==> src/rtl/core/htfd_pkg.sv <==
`timescale 1ns / 1ps
`default_nettype none
// ----------------------------------------------------------------------------
// htfd_pkg
// Shared types, constants and the CRC-8 step of the frame decoder.
// ----------------------------------------------------------------------------
package htfd_pkg;

   localparam logic [7:0] CRC_INIT = 8'hFF;
   localparam logic [7:0] CRC_POLY = 8'h31;

   // 17500 / 65536 scales a raw temperature word to centidegrees
   localparam logic [14:0] TEMP_SCALE = 15'd17500;
   // 10000 / 65536 scales a raw humidity word to centipercent
   localparam logic [13:0] HUM_SCALE  = 14'd10000;
   localparam logic signed [16:0] TEMP_BIAS = 17'sd4500;

   // byte slot inside a six-byte frame
   typedef enum logic [2:0] {
      POS_TEMP_HI  = 3'd0,
      POS_TEMP_LO  = 3'd1,
      POS_TEMP_CRC = 3'd2,
      POS_HUM_HI   = 3'd3,
      POS_HUM_LO   = 3'd4,
      POS_HUM_CRC  = 3'd5
   } pos_type;

   typedef struct packed {
      logic       valid;
      logic [7:0] rx_byte;
      logic       frame_start;
   } beat_slot_type;

   typedef struct packed {
      logic               crc_error;
      logic signed [15:0] temperature_centi_c;
      logic [13:0]        humidity_centi_pct;
   } result_type;

   typedef struct packed {
      logic       valid;
      result_type data;
   } result_slot_type;

   // one byte through the crc, msb first, unrolled
   function automatic logic [7:0] crc8_byte(input logic [7:0] crc, input logic [7:0] b);
      logic [7:0] c;
      c = crc ^ b;
      for (int k = 0; k < 8; k++) begin
         c = c[7] ? ((c << 1) ^ CRC_POLY) : (c << 1);
      end
      return c;
   endfunction

endpackage
`default_nettype wire

==> src/rtl/core/htfd_channels.sv <==
`timescale 1ns / 1ps
`default_nettype none
// ----------------------------------------------------------------------------
// htfd channels
// Valid/ready channel interfaces for request, response and register write.
// ----------------------------------------------------------------------------
interface htfd_req_if;
   logic       valid;
   logic       ready;
   logic [7:0] rx_byte;
   logic       frame_start;

   modport source (output valid, output rx_byte, output frame_start, input ready);
   modport sink   (input valid, input rx_byte, input frame_start, output ready);
endinterface

interface htfd_rsp_if;
   logic               valid;
   logic               ready;
   logic               crc_error;
   logic signed [15:0] temperature_centi_c;
   logic [13:0]        humidity_centi_pct;

   modport source (output valid, output crc_error, output temperature_centi_c,
                   output humidity_centi_pct, input ready);
   modport sink   (input valid, input crc_error, input temperature_centi_c,
                   input humidity_centi_pct, output ready);
endinterface

interface htfd_csr_if;
   logic              valid;
   logic              ready;
   logic signed [9:0] temp_offset_decidegrees;

   modport source (output valid, output temp_offset_decidegrees, input ready);
   modport sink   (input valid, input temp_offset_decidegrees, output ready);
endinterface
`default_nettype wire

==> src/rtl/core/htfd_in_reg.sv <==
`timescale 1ns / 1ps
`default_nettype none
// ----------------------------------------------------------------------------
// htfd_in_reg
// Input register holding one received beat until the frame core takes it.
// ----------------------------------------------------------------------------
module htfd_in_reg
   import htfd_pkg::*;
(
   input  wire logic   clock,
   input  wire logic   reset,
   htfd_req_if.sink    req_chan,
   input  wire logic   consume,
   output beat_slot_type in_slot
);

   logic       valid_ff, valid_in;
   logic [7:0] byte_ff;
   logic       start_ff;
   logic       accept;

   assign req_chan.ready = !valid_ff || consume;
   assign accept         = req_chan.valid && req_chan.ready;
   assign valid_in       = accept || (valid_ff && !consume);

   always_ff @(posedge clock) begin
      if (reset) begin
         valid_ff <= 1'b0;
      end else begin
         valid_ff <= valid_in;
      end
   end

   always_ff @(posedge clock) begin
      if (accept) begin
         byte_ff  <= req_chan.rx_byte;
         start_ff <= req_chan.frame_start;
      end
   end

   assign in_slot = '{valid: valid_ff, rx_byte: byte_ff, frame_start: start_ff};

   // a held beat stays put until the core takes it
   a_hold_beat: assert property (@(posedge clock) disable iff (reset)
      (valid_ff && !consume) |=> (valid_ff && $stable(byte_ff) && $stable(start_ff)))
      else $error("held beat changed before consume");

endmodule
`default_nettype wire

==> src/rtl/core/htfd_frame_core.sv <==
`timescale 1ns / 1ps
`default_nettype none
// ----------------------------------------------------------------------------
// htfd_frame_core
// Frame position tracking, crc checks and fixed-point scaling per byte.
// ----------------------------------------------------------------------------
module htfd_frame_core
   import htfd_pkg::*;
(
   input  wire logic               clock,
   input  wire logic               reset,
   input  wire beat_slot_type      in_slot,
   input  wire logic signed [9:0]  temp_offset,
   input  wire logic               out_free,
   output logic                    consume,
   output result_slot_type         out_slot
);

   pos_type     pos_ff, pos_in, pos_eff;
   logic [7:0]  crc_ff, crc_in;
   logic        tbad_ff, tbad_in;
   logic [7:0]  temp_hi_ff, temp_hi_in;
   logic [14:0] temp_scaled_ff, temp_scaled_in;
   logic [7:0]  hum_hi_ff, hum_hi_in;
   logic [13:0] hum_scaled_ff, hum_scaled_in;

   logic [7:0]  seed;
   logic [7:0]  crc_step;
   logic        produces;
   logic [30:0] temp_prod;
   logic [29:0] hum_prod;
   logic        bad;
   logic signed [16:0] off_ext;
   logic signed [16:0] temp_sum;

   always_comb begin
      // a start mark or an impossible position restarts the frame
      if (in_slot.frame_start || (pos_ff > POS_HUM_CRC)) begin
         pos_eff = POS_TEMP_HI;
      end else begin
         pos_eff = pos_ff;
      end

      produces = (pos_eff == POS_HUM_CRC);
      consume  = in_slot.valid && (!produces || out_free);

      seed     = ((pos_eff == POS_TEMP_HI) || (pos_eff == POS_HUM_HI)) ? CRC_INIT : crc_ff;
      crc_step = crc8_byte(seed, in_slot.rx_byte);

      temp_prod = 31'(TEMP_SCALE) * 31'({temp_hi_ff, in_slot.rx_byte});
      hum_prod  = 30'(HUM_SCALE) * 30'({hum_hi_ff, in_slot.rx_byte});

      pos_in         = pos_ff;
      crc_in         = crc_ff;
      tbad_in        = tbad_ff;
      temp_hi_in     = temp_hi_ff;
      temp_scaled_in = temp_scaled_ff;
      hum_hi_in      = hum_hi_ff;
      hum_scaled_in  = hum_scaled_ff;

      if (consume) begin
         pos_in = produces ? POS_TEMP_HI : pos_type'(pos_eff + 3'd1);
         unique case (pos_eff)
            POS_TEMP_HI: begin
               crc_in     = crc_step;
               temp_hi_in = in_slot.rx_byte;
            end
            POS_TEMP_LO: begin
               crc_in         = crc_step;
               temp_scaled_in = temp_prod[30:16];
            end
            POS_TEMP_CRC: begin
               tbad_in = (crc_ff != in_slot.rx_byte);
               crc_in  = CRC_INIT;
            end
            POS_HUM_HI: begin
               crc_in    = crc_step;
               hum_hi_in = in_slot.rx_byte;
            end
            POS_HUM_LO: begin
               crc_in        = crc_step;
               hum_scaled_in = hum_prod[29:16];
            end
            POS_HUM_CRC: begin
               crc_in = CRC_INIT;
            end
            default: begin
               crc_in = CRC_INIT;
            end
         endcase
      end

      // temperature: scaled - 45.00 degrees + offset * 10
      off_ext  = 17'(temp_offset);
      temp_sum = $signed({2'b00, temp_scaled_ff}) - TEMP_BIAS
               + (off_ext <<< 3) + (off_ext <<< 1);
      bad      = tbad_ff || (crc_ff != in_slot.rx_byte);

      out_slot.valid                    = consume && produces;
      out_slot.data.crc_error           = bad;
      out_slot.data.temperature_centi_c = bad ? 16'sd0 : temp_sum[15:0];
      out_slot.data.humidity_centi_pct  = bad ? 14'd0 : hum_scaled_ff;
   end

   always_ff @(posedge clock) begin
      if (reset) begin
         pos_ff  <= POS_TEMP_HI;
         crc_ff  <= CRC_INIT;
         tbad_ff <= 1'b0;
      end else begin
         pos_ff  <= pos_in;
         crc_ff  <= crc_in;
         tbad_ff <= tbad_in;
      end
   end

   always_ff @(posedge clock) begin
      temp_hi_ff     <= temp_hi_in;
      temp_scaled_ff <= temp_scaled_in;
      hum_hi_ff      <= hum_hi_in;
      hum_scaled_ff  <= hum_scaled_in;
   end

   a_wrap_after_result: assert property (@(posedge clock) disable iff (reset)
      (consume && produces) |=> (pos_ff == POS_TEMP_HI))
      else $error("position did not wrap after the last byte");

   a_start_realigns: assert property (@(posedge clock) disable iff (reset)
      (consume && in_slot.frame_start) |=> (pos_ff == POS_TEMP_LO))
      else $error("start mark did not realign the frame");

   a_no_stall_midframe: assert property (@(posedge clock) disable iff (reset)
      (in_slot.valid && !produces) |-> consume)
      else $error("non-final byte stalled");

endmodule
`default_nettype wire

==> src/rtl/core/humidity_temp_frame_decoder.sv <==
`timescale 1ns / 1ps
`default_nettype none
// ----------------------------------------------------------------------------
// humidity_temp_frame_decoder
// Decodes six-byte temperature/humidity sensor frames with crc-8 checks.
// ----------------------------------------------------------------------------
//  channel    dir   beat contents
//  req_chan   in    rx_byte[7:0], frame_start
//  rsp_chan   out   crc_error, temperature_centi_c[15:0] s, humidity_centi_pct[13:0]
//  csr_chan   in    temp_offset_decidegrees[9:0] s
//
//  one byte per cycle sustained while each response is taken; a byte is held in the input
//  register, and the result of the sixth byte goes straight into the output register
//  synchronous active-high reset clears position, crc, valids and the offset
//  a stalled response holds only the sixth byte of the next frame in the input
//  register; the five bytes before it still flow
// ----------------------------------------------------------------------------
module humidity_temp_frame_decoder
   import htfd_pkg::*;
(
   input  wire logic clock,
   input  wire logic reset,
   htfd_req_if.sink   req_chan,
   htfd_rsp_if.source rsp_chan,
   htfd_csr_if.sink   csr_chan
);

   beat_slot_type     in_slot;
   result_slot_type   core_slot;
   logic              consume;
   logic              out_free;

   logic              rsp_valid_ff, rsp_valid_in;
   result_type        rsp_data_ff;
   logic signed [9:0] offset_ff;

   // offset register, always ready; write it only while idle, the block does not enforce this
   assign csr_chan.ready = 1'b1;

   always_ff @(posedge clock) begin
      if (reset) begin
         offset_ff <= 10'sd0;
      end else if (csr_chan.valid) begin
         offset_ff <= csr_chan.temp_offset_decidegrees;
      end
   end

   // input register stage
   htfd_in_reg u_in_reg (
      .clock    (clock),
      .reset    (reset),
      .req_chan (req_chan),
      .consume  (consume),
      .in_slot  (in_slot)
   );

   // per-byte frame logic
   htfd_frame_core u_core (
      .clock       (clock),
      .reset       (reset),
      .in_slot     (in_slot),
      .temp_offset (offset_ff),
      .out_free    (out_free),
      .consume     (consume),
      .out_slot    (core_slot)
   );

   // result register: free when empty or being drained this cycle
   assign out_free     = !rsp_valid_ff || rsp_chan.ready;
   assign rsp_valid_in = core_slot.valid || (rsp_valid_ff && !rsp_chan.ready);

   always_ff @(posedge clock) begin
      if (reset) begin
         rsp_valid_ff <= 1'b0;
      end else begin
         rsp_valid_ff <= rsp_valid_in;
      end
   end

   always_ff @(posedge clock) begin
      if (core_slot.valid) begin
         rsp_data_ff <= core_slot.data;
      end
   end

   assign rsp_chan.valid               = rsp_valid_ff;
   assign rsp_chan.crc_error           = rsp_data_ff.crc_error;
   assign rsp_chan.temperature_centi_c = rsp_data_ff.temperature_centi_c;
   assign rsp_chan.humidity_centi_pct  = rsp_data_ff.humidity_centi_pct;

   // a new result never lands on one that has not been taken
   a_no_overwrite: assert property (@(posedge clock) disable iff (reset)
      (core_slot.valid && rsp_valid_ff) |-> rsp_chan.ready)
      else $error("result overwritten before it was taken");

endmodule
`default_nettype wire
==> src/flat_wrapper.sv <==
// flat-port wrapper written by rule: the top's interface ports become plain ports
module humidity_temp_frame_decoder_flat import htfd_pkg::*;
  (clock, reset, req_chan_valid, req_chan_rx_byte, req_chan_frame_start, req_chan_ready, rsp_chan_valid, rsp_chan_crc_error, rsp_chan_temperature_centi_c, rsp_chan_humidity_centi_pct, rsp_chan_ready, csr_chan_valid, csr_chan_temp_offset_decidegrees, csr_chan_ready);
  htfd_req_if req_chan_i ();
  htfd_rsp_if rsp_chan_i ();
  htfd_csr_if csr_chan_i ();
  input  wire logic clock;
  input  wire logic reset;
  input wire logic [$bits(req_chan_i.valid)-1:0] req_chan_valid;
  input wire logic [$bits(req_chan_i.rx_byte)-1:0] req_chan_rx_byte;
  input wire logic [$bits(req_chan_i.frame_start)-1:0] req_chan_frame_start;
  output wire logic [$bits(req_chan_i.ready)-1:0] req_chan_ready;
  output wire logic [$bits(rsp_chan_i.valid)-1:0] rsp_chan_valid;
  output wire logic [$bits(rsp_chan_i.crc_error)-1:0] rsp_chan_crc_error;
  output wire logic [$bits(rsp_chan_i.temperature_centi_c)-1:0] rsp_chan_temperature_centi_c;
  output wire logic [$bits(rsp_chan_i.humidity_centi_pct)-1:0] rsp_chan_humidity_centi_pct;
  input wire logic [$bits(rsp_chan_i.ready)-1:0] rsp_chan_ready;
  input wire logic [$bits(csr_chan_i.valid)-1:0] csr_chan_valid;
  input wire logic [$bits(csr_chan_i.temp_offset_decidegrees)-1:0] csr_chan_temp_offset_decidegrees;
  output wire logic [$bits(csr_chan_i.ready)-1:0] csr_chan_ready;
  assign req_chan_i.valid = req_chan_valid;
  assign req_chan_i.rx_byte = req_chan_rx_byte;
  assign req_chan_i.frame_start = req_chan_frame_start;
  assign req_chan_ready = req_chan_i.ready;
  assign rsp_chan_valid = rsp_chan_i.valid;
  assign rsp_chan_crc_error = rsp_chan_i.crc_error;
  assign rsp_chan_temperature_centi_c = rsp_chan_i.temperature_centi_c;
  assign rsp_chan_humidity_centi_pct = rsp_chan_i.humidity_centi_pct;
  assign rsp_chan_i.ready = rsp_chan_ready;
  assign csr_chan_i.valid = csr_chan_valid;
  assign csr_chan_i.temp_offset_decidegrees = csr_chan_temp_offset_decidegrees;
  assign csr_chan_ready = csr_chan_i.ready;
  humidity_temp_frame_decoder u_core (.clock(clock), .reset(reset), .req_chan(req_chan_i), .rsp_chan(rsp_chan_i), .csr_chan(csr_chan_i));
endmodule
==> config.mk <==
export PLATFORM = sky130hd
export DESIGN_NAME = humidity_temp_frame_decoder_flat
export DESIGN_NICKNAME = d
export VERILOG_FILES = /design/src/rtl/core/htfd_pkg.sv /design/src/rtl/core/htfd_channels.sv /design/src/rtl/core/htfd_in_reg.sv /design/src/rtl/core/htfd_frame_core.sv /design/src/rtl/core/humidity_temp_frame_decoder.sv /design/src/flat_wrapper.sv
export SDC_FILE = /design/constraint.sdc
export NUM_CORES = 1
export LEC_CHECK = 0
export BUFFER_PORTS_ARGS = -buffer_cell sky130_fd_sc_hd__buf_2
export CORE_MARGIN = 5
export CORE_UTILIZATION = 30
export CTS_BUF_LIST = sky130_fd_sc_hd__clkbuf_2 sky130_fd_sc_hd__clkbuf_4 sky130_fd_sc_hd__clkbuf_8
export CTS_CLUSTER_DIAMETER = 150
export DETAILED_ROUTE_END_ITERATION = 7
export PLACE_DENSITY = 0.51
export SYNTH_ARGS = -nofsm -noshare
export SYNTH_HDL_FRONTEND = slang
export SYNTH_SLANG_ARGS = --single-unit
==> constraint.sdc <==
create_clock -name clock -period 7.01 [get_ports clock]
set_input_delay 0.3505 -clock clock [delete_from_list [all_inputs] [get_ports clock]]
set_output_delay 0.3505 -clock clock [all_outputs]
set_load 0.03 [all_outputs]
==> run summary <==
## Clock tree
- 0.40 ns — insertion delay to the later sink of the worst-skew pair
- 9 — total CTS buffers
- 0 — CTS-repair resized insts
- 2 — Clock Tree Buf Depth
- 109 — clk sink count
- built — CTS tree
- 0 — Hold Buf Count CTS
- clkbuf_8 — Clk Tree Root Cell
- 0 — buffer count from post-CTS setup fixing
- 0.11 ns — Worst-path clk slew
- 3 — Clock H-tree levels

## Global routing
- 33.4 mm — global-route wire length before repair
- 18.1% — met2 global-route usage
- 0 — number of antenna violations at the first check in global routing
- 1.45% — grt met3 use
- met2 — busiest metal layer after global routing
- 32 — largest net degree at the start of global routing
- 6,657 — via count of the first global-routing pass
- 10.8% — overall routing resource usage
- 0 — gr ovfl total
- 14.8% — met1 Track Usage GR

## Logic synthesis
- 1,260 — post-synthesis net count
- 85 — number of synthesized flops with an enable pin
- 54 — library cells used by synthesis
- 109 — Yosys reg bits
- 0 — number of warnings reported in the yosys synthesis log
- 29.7% — sequential fraction of the synthesis area
- 10,200 um^2 — cell area after synthesis
- edfxtp_1 — predominant post-synthesis flop cell
- 959 — synthesized instance count
- 10.6 um^2 — average size of a mapped cell
- 0% — post-synthesis async set-or-reset flop share

## STA
- 25.3% — max-slew headroom at the worst pin
- 0.0105 ns — final setup skew
- 79.9% — final clock period utilization by the worst path
- 0 — count of endpoints failing setup in the final report
- no — setup repair after global routing missed its margin
- 0.178 GHz — f_max
- 0.122 ns — Hold Slack
- 0 — final-report hold violation count
- 5.60 ns — final period demand of the worst path
- 0 ns — sum of negative setup slack
- 1.12 ns — Worst-Margin Slew
- 1.41 ns — fin worst setup slack
- 0 — number of pins exceeding their max-slew limit in the final report

## Floorplanning
- 67 — num rows
- 30.4% — Initial Util
- 33,500 um^2 — area inside the core boundary
- 194 um — overall die width
- 37,800 um^2 — die area
- 194 um — Vert. Die Dim
- 58 — number of I/O pins

## Setup path
- register to register — Setup Crit Path Kind
- inv_1, fa_1, inv_1, ha_1, fa_1, ha_1, inv_1, fa_1, inv_1, ha_1, and3_1, a221o_1, or4_1, o21ba_2, a221oi_4, o2111ai_2, a21oi_2, xnor2_1 — cell-by-cell trace of the critical path
- fa_1 — cell type of the slowest stage on the worst timing path
- 0.57 ns — largest incremental delay on the critical path
- 18 — count of cells along the worst register-to-register path
- inv_1 — cell repeated most along the worst path
- register — Worst setup SP type
- 7.16 ns — required time of the worst setup path
- 5.76 ns — endpoint arrival time on the critical path
- 8 — CP Max Fanout
- register — CP Capture Type

## Cells and area
- 3,442 — fillers
- 1,477 — Cell Count, Final, Fillers Out
- 1,325 — number of nets in the layout
- 10.6% — synthesis-to-layout area growth
- 33.7% — final core utilization
- 0 — Ant. Diodes
- inv_1 — most common cell after layout, fill and taps aside
- inv_1 (222), ha_1 (188), fa_1 (89), edfxtp_1 (85), nor2_1 (58) — most frequent cells in the layout
- 9.23% — fraction of layout instances using a drive strength above 1

## Job
- 0 — total of max-cap violations

## Pwr
- 253 nW/um^2 — power per standard cell area
- 0.00168 W — internal power
- 28.2% — Seq pwr share
- 0.00117 W — switching pwr
- 5.32 nW — static leakage
- 41.1% — switching share of power
- 57.4% — combinational group share of total power
- 14.4% — share of total power in the clock network
- 145 uV — worst supply voltage drop on vdd

## Placed design
- 56 — I/O Buffers
- 0.766 — weighted congestion at the end of routability-driven global placement
- 1.35 ns — post-placement worst setup slack
- 1,461 — number of cells in the design after placement
- 16.1 mm — half-perimeter wire length after placement

## Run status
- finished, final reports clean — status

## Detailed routing
- 19.3 mm — wire length reported by the detailed router
- 4.31 — Avg Vias per Cell
- 6,366 — DR vias
- 0 — antenna-violating nets left
- 4 — number of search-and-repair iterations in the first detailed-routing pass
- 13.1 um — average wire per cell in the routed design
- 175 — violation count after the first detailed-route iteration
- 0 — remaining routing DRC violations

## Hold path
- primary input to register — Tightest Hold Check Type
- 1 — Hold Path Cell Cnt

[power groups by stage]
| stage | Combinational, W | Sequential, W | Clock, W |
|---|---|---|---|
| 2_1_floorplan | 0.00127 | 0.000815 | 0 |
| 3_3_place_gp | 0.00163 | 0.000821 | 0 |
| 3_5_place_dp | 0.00165 | 0.000821 | 0 |
| 4_1_cts | 0.00167 | 0.000807 | 0.000431 |
| 5_1_grt | 0.00192 | 0.000810 | 0.000454 |
| 6_report | 0.00164 | 0.000806 | 0.000412 |
[per-stage QoR]
stage                     total power [W]  cell area, um^2
final                             0.00285            11300
after global routing              0.00319            11300
after CTS                         0.00291            11300
after detailed placement          0.00247            11100
after global placement            0.00245            11100
after floorplan                   0.00209            10200
[cell usage after synthesis (8+ instances only)]
| cell | number | area [um^2] |
|---|---|---|
| xnor2_1 | 48 | 420 |
| nand2_1 | 22 | 82.6 |
| nor3_1 | 14 | 70.1 |
| inv_1 | 222 | 833 |
| dfxtp_1 | 24 | 480 |
| and2_1 | 21 | 131 |
| mux2i_1 | 11 | 110 |
| o21ai_0 | 16 | 80.1 |
| nand3_1 | 9 | 45.0 |
| edfxtp_1 | 85 | 2550 |
| xor2_1 | 14 | 123 |
| clkbuf_1 | 9 | 33.8 |
| ha_1 | 188 | 2350 |
| a21o_1 | 11 | 82.6 |
| nor2_1 | 59 | 221 |
| fa_1 | 89 | 1780 |
| nand2b_1 | 8 | 50.1 |
| a21oi_1 | 32 | 160 |
[worst max-delay path: cells and delay by family (launching register included)]
family / cells / cell delay, ns
adders and majority gates: 6 / 2.46
AOI/OAI and AO/OA: 5 / 1.27
and+or+nand+nor: 2 / 0.66
DFF: 1 / 0.56
buffers and inverters: 4 / 0.35
xor gates and xnor gates: 1 / 0.07
[worst paths after layout]
check	startpoint	to	slack, ns
max reg2reg	u_core.u_in_reg.byte_ff[6]	u_core.u_core.hum_scaled_ff[13]	1.41
min	req_chan_rx_byte[0]	u_core.u_in_reg.byte_ff[0]	0.12
max	u_core.u_in_reg.byte_ff[6]	u_core.u_core.hum_scaled_ff[13]	1.41
min reg2reg	u_core.u_core.hum_scaled_ff[13]	u_core.rsp_chan.humidity_centi_pct[13]	0.52
[final cells by class]
class                   instances  area (um^2)  share of cell area [%]
clock inverters                 6         68.8                   0.610
clock buffers                  10          138                    1.22
inverters                     222          833                    7.38
flip-flops and latches        109         3030                    26.9
repair buffers                 64          340                    3.02
well taps                     448          561                    4.97
multi-input cells             618         6310                    55.9
[cells by family after synthesis]
kind of cell,Yosys count,share of synthesized area (%)
flip-flops,109,29.7
adder cells (fa/ha/maj),277,40.5
AND/OR/NAND/NOR,166,8.05
buffers and inverters,232,8.57
XOR/XNOR,62,5.32
AO/OA/AOI/OAI,101,6.68
other,1,0.0368
multiplexers,11,1.08
[per-layer routing]
| metal | vias up | share of wire [%] |
|---|---|---|
| met3 | 13 | 2.7 |
| met5 | - | 0 |
| met2 | 61 | 46 |
| met4 | 0 | 1.3 |
| li1 | 3274 | - |
| met1 | 3018 | 50 |
[registers in the layout, indices dropped and copies added (netlist names)]
signal                               flops
u_core.rsp_chan.temperature_centi_c     16
u_core.u_core.temp_scaled_ff            15
u_core.rsp_chan.humidity_centi_pct      14
u_core.u_core.hum_scaled_ff             14
u_core.offset_ff                        10
u_core.u_core.crc_ff                     8
u_core.u_core.hum_hi_ff                  8
u_core.u_core.temp_hi_ff                 8
u_core.u_in_reg.byte_ff                  8
u_core.u_core.pos_ff                     3
u_core.rsp_chan.crc_error                1
u_core.rsp_chan.valid                    1
u_core.u_core.tbad_ff                    1
u_core.u_in_reg.start_ff                 1
u_core.u_in_reg.valid_ff                 1
Note: power is estimated with default switching activity, not from simulation.
